==> src/design/dopr_pkg.sv <==
// ----------------------------------------------------------------------------
// Dissolved-oxygen pump regulator package
// Register indexes, field widths and the flag state shared by the regulator.
// ----------------------------------------------------------------------------
`timescale 1ns / 1ps
`default_nettype none

package dopr_pkg;

  localparam int unsigned LEVEL_W    = 16;
  localparam int unsigned LIMIT_W    = 16;
  localparam int unsigned TICKS_W    = 16;
  localparam int unsigned CFG_IDX_W  = 3;
  localparam int unsigned CFG_DATA_W = 16;

  localparam logic [CFG_IDX_W-1:0] REG_REGULATION  = 3'd0;
  localparam logic [CFG_IDX_W-1:0] REG_LOWER_LIMIT = 3'd1;
  localparam logic [CFG_IDX_W-1:0] REG_UPPER_LIMIT = 3'd2;
  localparam logic [CFG_IDX_W-1:0] REG_REST_PERIOD = 3'd3;
  localparam logic [CFG_IDX_W-1:0] REG_BURST_TICKS = 3'd4;

  localparam logic [TICKS_W-1:0] REST_PERIOD_RESET = 16'd900;
  localparam logic [TICKS_W-1:0] BURST_TICKS_RESET = 16'd60;

  typedef struct packed {
    logic regulation_enable;
    logic [LIMIT_W-1:0] lower_limit;
    logic [LIMIT_W-1:0] upper_limit;
    logic [TICKS_W-1:0] rest_period_ticks;
    logic [TICKS_W-1:0] burst_ticks;
  } cfg_t;

  typedef struct packed {
    logic pump_state;
    logic oxygen_state;
    logic rising_flag;
    logic falling_flag;
    logic rest_flag;
    logic period_running;
    logic burst_running;
    logic stop_request;
    logic first_rest_tick;
  } flags_t;

  localparam flags_t FLAGS_RESET = '{
    pump_state:      1'b0,
    oxygen_state:    1'b0,
    rising_flag:     1'b0,
    falling_flag:    1'b0,
    rest_flag:       1'b0,
    period_running:  1'b0,
    burst_running:   1'b0,
    stop_request:    1'b0,
    first_rest_tick: 1'b1
  };

endpackage

`default_nettype wire

==> src/design/dopr_tick.sv <==
// ----------------------------------------------------------------------------
// Regulation tick logic
// Computes the next flags and counters for one tick: period timer, burst
// timer, rest-mode handler and band check, in that order.
// ----------------------------------------------------------------------------
`timescale 1ns / 1ps
`default_nettype none

module dopr_tick #(
  parameter int unsigned COUNT_WIDTH = 16
) (
  input  wire dopr_pkg::cfg_t                 cfg,
  input  wire dopr_pkg::flags_t               flags,
  input  wire logic [COUNT_WIDTH-1:0]         period_count,
  input  wire logic [COUNT_WIDTH-1:0]         burst_count,
  input  wire logic [dopr_pkg::LEVEL_W-1:0]   oxygen_level,
  input  wire logic                           sample_valid,
  output dopr_pkg::flags_t                    flags_next,
  output logic [COUNT_WIDTH-1:0]              period_count_next,
  output logic [COUNT_WIDTH-1:0]              burst_count_next
);

  localparam int unsigned CMP_W =
    (COUNT_WIDTH > dopr_pkg::TICKS_W) ? COUNT_WIDTH : dopr_pkg::TICKS_W;

  logic [COUNT_WIDTH-1:0] period_inc;
  logic [CMP_W-1:0]       period_cmp;
  logic [CMP_W-1:0]       burst_cmp;
  logic [CMP_W-1:0]       rest_period_cmp;
  logic [CMP_W-1:0]       burst_ticks_cmp;

  assign rest_period_cmp = CMP_W'(cfg.rest_period_ticks);
  assign burst_ticks_cmp = CMP_W'(cfg.burst_ticks);
  assign period_inc      = period_count + COUNT_WIDTH'(1);
  assign period_cmp      = CMP_W'(period_inc);

  always_comb begin
    flags_next        = flags;
    period_count_next = period_count;
    burst_count_next  = burst_count;
    burst_cmp         = '0;

    if (flags_next.period_running) begin
      if (period_cmp == rest_period_cmp) begin
        period_count_next        = '0;
        flags_next.pump_state    = 1'b1;
        flags_next.burst_running = 1'b1;
      end else begin
        period_count_next = period_inc;
      end
    end else begin
      period_count_next = '0;
    end

    if (flags_next.burst_running) begin
      burst_count_next = burst_count + COUNT_WIDTH'(1);
    end else begin
      burst_count_next = '0;
    end
    burst_cmp = CMP_W'(burst_count_next);
    if (burst_cmp == burst_ticks_cmp) begin
      burst_count_next         = '0;
      flags_next.stop_request  = 1'b1;
      flags_next.burst_running = 1'b0;
    end

    if (flags_next.rest_flag) begin
      flags_next.oxygen_state   = 1'b0;
      flags_next.period_running = 1'b1;
      if (flags_next.first_rest_tick) begin
        flags_next.stop_request    = 1'b1;
        flags_next.first_rest_tick = 1'b0;
      end
      if (flags_next.stop_request) begin
        flags_next.pump_state   = 1'b0;
        flags_next.stop_request = 1'b0;
      end
    end else begin
      flags_next.period_running  = 1'b0;
      flags_next.burst_running   = 1'b0;
      flags_next.first_rest_tick = 1'b1;
    end

    if (cfg.regulation_enable && sample_valid) begin
      if (cfg.lower_limit < oxygen_level && cfg.upper_limit > oxygen_level &&
          !flags_next.falling_flag && !flags_next.rising_flag) begin
        flags_next.rest_flag = 1'b1;
      end
      if (cfg.lower_limit > oxygen_level) begin
        flags_next.rising_flag    = 1'b1;
        flags_next.falling_flag   = 1'b0;
        flags_next.pump_state     = 1'b1;
        flags_next.oxygen_state   = 1'b1;
        flags_next.rest_flag      = 1'b0;
        flags_next.period_running = 1'b0;
        flags_next.burst_running  = 1'b0;
      end
      if (cfg.upper_limit < oxygen_level) begin
        flags_next.rest_flag    = 1'b1;
        flags_next.falling_flag = 1'b1;
        flags_next.rising_flag  = 1'b0;
      end
    end
  end

endmodule

`default_nettype wire

==> src/design/dissolved_oxygen_pump_regulator.sv <==
// ----------------------------------------------------------------------------
// Dissolved-oxygen pump regulator
// An accepted item passes an input register and then a result register
// before its result is valid; m_axis_tready back-pressure can hold it there.
// Throughput is one item per cycle while the output is not stalled; the tick
// logic lies between the input register and the result register.
// Synchronous active-high reset clears the counters, sets first_rest_tick,
// clears the other flags, sets the rest period to 900 and the burst to 60 ticks.
// ----------------------------------------------------------------------------
`timescale 1ns / 1ps
`default_nettype none

module dissolved_oxygen_pump_regulator #(
  parameter int unsigned COUNT_WIDTH = 16
) (
  input  wire logic                              clk,
  input  wire logic                              rst,
  input  wire logic                              s_axis_tvalid,
  output logic                                   s_axis_tready,
  input  wire logic [15:0]                       s_axis_tdata,  // oxygen_level
  input  wire logic                              s_axis_tuser,  // sample_valid
  output logic                                   m_axis_tvalid,
  input  wire logic                              m_axis_tready,
  // pump_drive, oxygen_request, rising_mode, falling_mode, rest_mode, zeros
  output logic [7:0]                             m_axis_tdata,
  input  wire logic                              cfg_valid,
  output logic                                   cfg_ready,
  input  wire logic [dopr_pkg::CFG_IDX_W-1:0]    cfg_index,
  input  wire logic [dopr_pkg::CFG_DATA_W-1:0]   cfg_data
);

  dopr_pkg::cfg_t   cfg;
  dopr_pkg::flags_t flags;
  dopr_pkg::flags_t flags_next;

  logic [COUNT_WIDTH-1:0]        period_count;
  logic [COUNT_WIDTH-1:0]        period_count_next;
  logic [COUNT_WIDTH-1:0]        burst_count;
  logic [COUNT_WIDTH-1:0]        burst_count_next;

  logic                          in_valid;
  logic [dopr_pkg::LEVEL_W-1:0]  in_level;
  logic                          in_sample_valid;
  logic                          out_free;
  logic                          advance;
  logic [4:0]                    result;

  assign cfg_ready     = 1'b1;
  assign out_free      = !m_axis_tvalid || m_axis_tready;
  assign advance       = in_valid && out_free;
  assign s_axis_tready = !in_valid || out_free;

  always_ff @(posedge clk) begin
    if (rst) begin
      cfg.regulation_enable <= 1'b0;
      cfg.lower_limit       <= '0;
      cfg.upper_limit       <= '0;
      cfg.rest_period_ticks <= dopr_pkg::REST_PERIOD_RESET;
      cfg.burst_ticks       <= dopr_pkg::BURST_TICKS_RESET;
    end else if (cfg_valid) begin
      case (cfg_index)
        dopr_pkg::REG_REGULATION:  cfg.regulation_enable <= cfg_data[0];
        dopr_pkg::REG_LOWER_LIMIT: cfg.lower_limit       <= cfg_data;
        dopr_pkg::REG_UPPER_LIMIT: cfg.upper_limit       <= cfg_data;
        dopr_pkg::REG_REST_PERIOD: cfg.rest_period_ticks <= cfg_data;
        dopr_pkg::REG_BURST_TICKS: cfg.burst_ticks       <= cfg_data;
        default: begin
        end
      endcase
    end
  end

  always_ff @(posedge clk) begin
    if (rst) begin
      in_valid <= 1'b0;
    end else if (s_axis_tready) begin
      in_valid <= s_axis_tvalid;
    end
  end

  always_ff @(posedge clk) begin
    if (s_axis_tready && s_axis_tvalid) begin
      in_level        <= s_axis_tdata;
      in_sample_valid <= s_axis_tuser;
    end
  end

  dopr_tick #(
    .COUNT_WIDTH (COUNT_WIDTH)
  ) u_tick (
    .cfg               (cfg),
    .flags             (flags),
    .period_count      (period_count),
    .burst_count       (burst_count),
    .oxygen_level      (in_level),
    .sample_valid      (in_sample_valid),
    .flags_next        (flags_next),
    .period_count_next (period_count_next),
    .burst_count_next  (burst_count_next)
  );

  always_ff @(posedge clk) begin
    if (rst) begin
      flags         <= dopr_pkg::FLAGS_RESET;
      period_count  <= '0;
      burst_count   <= '0;
      m_axis_tvalid <= 1'b0;
    end else begin
      if (advance) begin
        flags        <= flags_next;
        period_count <= period_count_next;
        burst_count  <= burst_count_next;
      end
      if (out_free) begin
        m_axis_tvalid <= in_valid;
      end
    end
  end

  always_ff @(posedge clk) begin
    if (advance) begin
      result <= {flags_next.rest_flag, flags_next.falling_flag,
                 flags_next.rising_flag, flags_next.oxygen_state,
                 flags_next.pump_state};
    end
  end

  assign m_axis_tdata = {3'b000, result};

endmodule

`default_nettype wire
==> config.mk <==
export PLATFORM = sky130hd
export DESIGN_NAME = dissolved_oxygen_pump_regulator
export DESIGN_NICKNAME = d
export VERILOG_FILES = /design/src/design/dopr_pkg.sv /design/src/design/dopr_tick.sv /design/src/design/dissolved_oxygen_pump_regulator.sv
export SDC_FILE = /design/constraint.sdc
export NUM_CORES = 1
export LEC_CHECK = 0
export BUFFER_PORTS_ARGS = -buffer_cell sky130_fd_sc_hd__buf_2
export CAP_MARGIN = 20
export CORE_ASPECT_RATIO = 1.5
export CORE_UTILIZATION = 55
export DETAILED_ROUTE_END_ITERATION = 16
export GPL_ROUTABILITY_DRIVEN = 0
export PLACE_DENSITY = 0.74
export REMOVE_ABC_BUFFERS = 1
export SKIP_LAST_GASP = 1
export SYNTH_ARGS = -nofsm -noshare
export SYNTH_HDL_FRONTEND = slang
export SYNTH_SLANG_ARGS = --single-unit
==> constraint.sdc <==
create_clock -name clk -period 4.7 [get_ports clk]
set_input_delay 0.705 -clock clk [delete_from_list [all_inputs] [get_ports clk]]
set_output_delay 0.705 -clock clk [all_outputs]
set_load 0.02 [all_outputs]
==> metrics <==
status finished clean; Final Setup Violations 0; Hold Fails Final Rpt 0; core area 12450 sq um; Final Util 63.39%; vias per cell 6.017; Post-CTS Resized 0; Mapped Area 6980 sq um; power per cell area 348.9 nW/um^2; Setup crit end kind register; initial drt markers 400; min Tclk post-route 3558 ps; initial core utilization 56.07%; largest net degree at the start of global routing 88; biggest area consumer among synthesized cells dfxtp_1; Layout Skew 8.344 ps; diode count 0; Inst Count DP 1007; Clock Tree Root clkbuf_16; vias 6258; worst-path fanout max 27; Ys Warns 0; worst hold path type input pin to register; TritonCTS clock tree built; postcts setup bufs 0; Yosys reg bits 130; Clock Latency Late Sink 420 ps; clk buf depth 2; Pre-Repair DR Iteration Count 5; # DRC 0; I/O pins 52; DRT Wirelength 17650 um; setup TNS 0 ps; syn_area_per_cell 8.271 sq um; die height 140.0 um; top cells by area, synth dfxtp_1 31%, edfxtp_1 9.5%, nand2_1 9.2%, a21oi_1 6.5%, ha_1 6.1%; CP Class register to register; register area share after synthesis 40.44%; CP Data Required Time 5040 ps; GRT Overall Usage 28.42%; fraction of registers with async set/reset 0%; Die ar. 13160 sq um; area share of the largest cell type after synthesis 30.97%; Worst EP arrival 3900 ps; post-synthesis cell count 844; Peak VDD IR 285.5 uV; RSZ-0062 raised after global routing false; most common cell in the netlist nand2_1; layout cell share with drive strength beyond 1 11.88%; Slew @ Worst Pin 941.7 ps; post-route clock period utilization 75.69%; Nets 946; Post-synth top cells 171 x nand2_1, 108 x dfxtp_1, 91 x a21oi_1; CTS sink count 130; first-pass GRT wire length 29030 um; CTS H-tree depth 4; post-route ant nets 0; fin cells 1040; vias in the first global route 6150; final slew viol count 0; Max Cap Violations 0; Post-synth EDFFs 22; FMAX 281.1 MHz; Slew headroom 37.22%; grt ovf 0; Synth-to-Final Area Change 13.05%; row cnt 50; Sw Pwr 643.0 uW; worst hold margin 458.5 ps; Clock power frac 51.3%; LEAKAGE 0.003058 uW; internal power 2110 uW; Net Sw Frac 23.36%; IO Port Bufs 47; CTS Hold Bufs 0; initial antenna violation count 0; Die X 93.99 um; Logic pwr share 6.0%; total power 2753 uW; Setup crit start kind register; Num CTS Buffers 17; Final HPWL DP 12540 um; Reg clk slew, reported paths 60 ps; Flop pwr share 42.7%; Cell variety after synth 76; dominant synthesized flop cell dfxtp_1; DR WL/cell 16.97 um
[power by group through the flow]
stage,clock [uW],combinational [uW],sequential (uW)
after floorplan,0,85.9,1200
after global placement,0,157,1200
after detailed placement,0,162,1200
after CTS,1420,164,1170
after global routing,1470,181,1180
final,1410,165,1180
[metal layers]
layer  global-route usage (%)  vias up  share of wire, %  wire (um)
li1                         -     3001                 -          -
met1                    32.07     2995                39       6839
met2                    50.52      218                53       9364
met3                    5.700       44               5.2        923
met4                    12.96        0               2.9        517
met5                        0        -                 0          0
[state kept, by name, summed over array words and instances (netlist names)]
name / flops
period_count: 16
result: 5
in_sample_valid: 1
cfg: 65
in_valid: 1
burst_count: 16
m_axis_tvalid: 1
in_level: 16
flags: 9
[per-stage QoR]
| stage | area [sq um] | setup slack (ps) |
|---|---|---|
| 2_1_floorplan | 6783 | 1407 |
| 3_3_place_gp | 7251 | 1304 |
| 3_5_place_dp | 7251 | 1240 |
| 4_1_cts | 7884 | 1209 |
| 5_1_grt | 7891 | 804.9 |
| 6_report | 7891 | 1142 |
[cell families (layout without fill, tap and decap cells)]
group / after synthesis / count (layout) / share of synthesized area (%)
mux: 3 / 3 / 0.4302
flops: 130 / 130 / 40.44
other cells: 2 / 4 / 0.1076
fa+ha+maj: 34 / 34 / 6.094
simple gates: 363 / 363 / 25.04
buf+inv: 76 / 114 / 4.499
compound gates: 185 / 185 / 16.80
xor+xnor: 51 / 51 / 6.596
[worst paths after layout]
check / start / endpoint / slack (ps) / cells after the start
worst max-delay path: period_count[0] / period_count[12] / 1140 / 9
worst min-delay path: s_axis_tdata[2] / in_level[2] / 460 / 1
worst min register to register: cfg[45] / cfg[45] / 460 / 2
worst max register to register: period_count[0] / period_count[12] / 1140 / 9
[placed cells by master, fill, tap and decap left out, types with 5 or more instances in the layout]
master     instances
a21o_1             7
nor2_1            58
nor3_1            10
a31oi_1            6
or3_1              8
edfxtp_1          22
xor2_1            20
inv_1             28
and3_1             9
and2_1             6
nor2b_1           13
clkbuf_16         17
buf_2             47
nand2_1          171
and4_1             5
buf_4              6
a21oi_1           91
or2_2              5
nor4_1            14
ha_1              34
o21a_1            12
o21ai_0           30
dfxtp_1          108
xnor2_1           30
nand4_1           14
nor4b_1            6
nand3_1           27
[worst max-delay path, stage by stage (launching register included)]
cell     delay (ps)
dfxtp_1         470
ha_1            300
nand3_2         160
nor3_1          420
a31oi_1         210
o221a_4         300
nand4_1         180
nand3_1         650
or4_1           660
a21oi_1         140
[final cells by class]
class	instances	area, sq um
clock buffers	18	429.2
clock inverters	14	203.9
fillers	1015	4558
inverters	29	108.9
multi-input cells	640	3851
flip-flops and latches	130	2823
well taps	156	195.2
repair buffers	53	280.3
No activity file was read; power rests on OpenSTA's default activity.
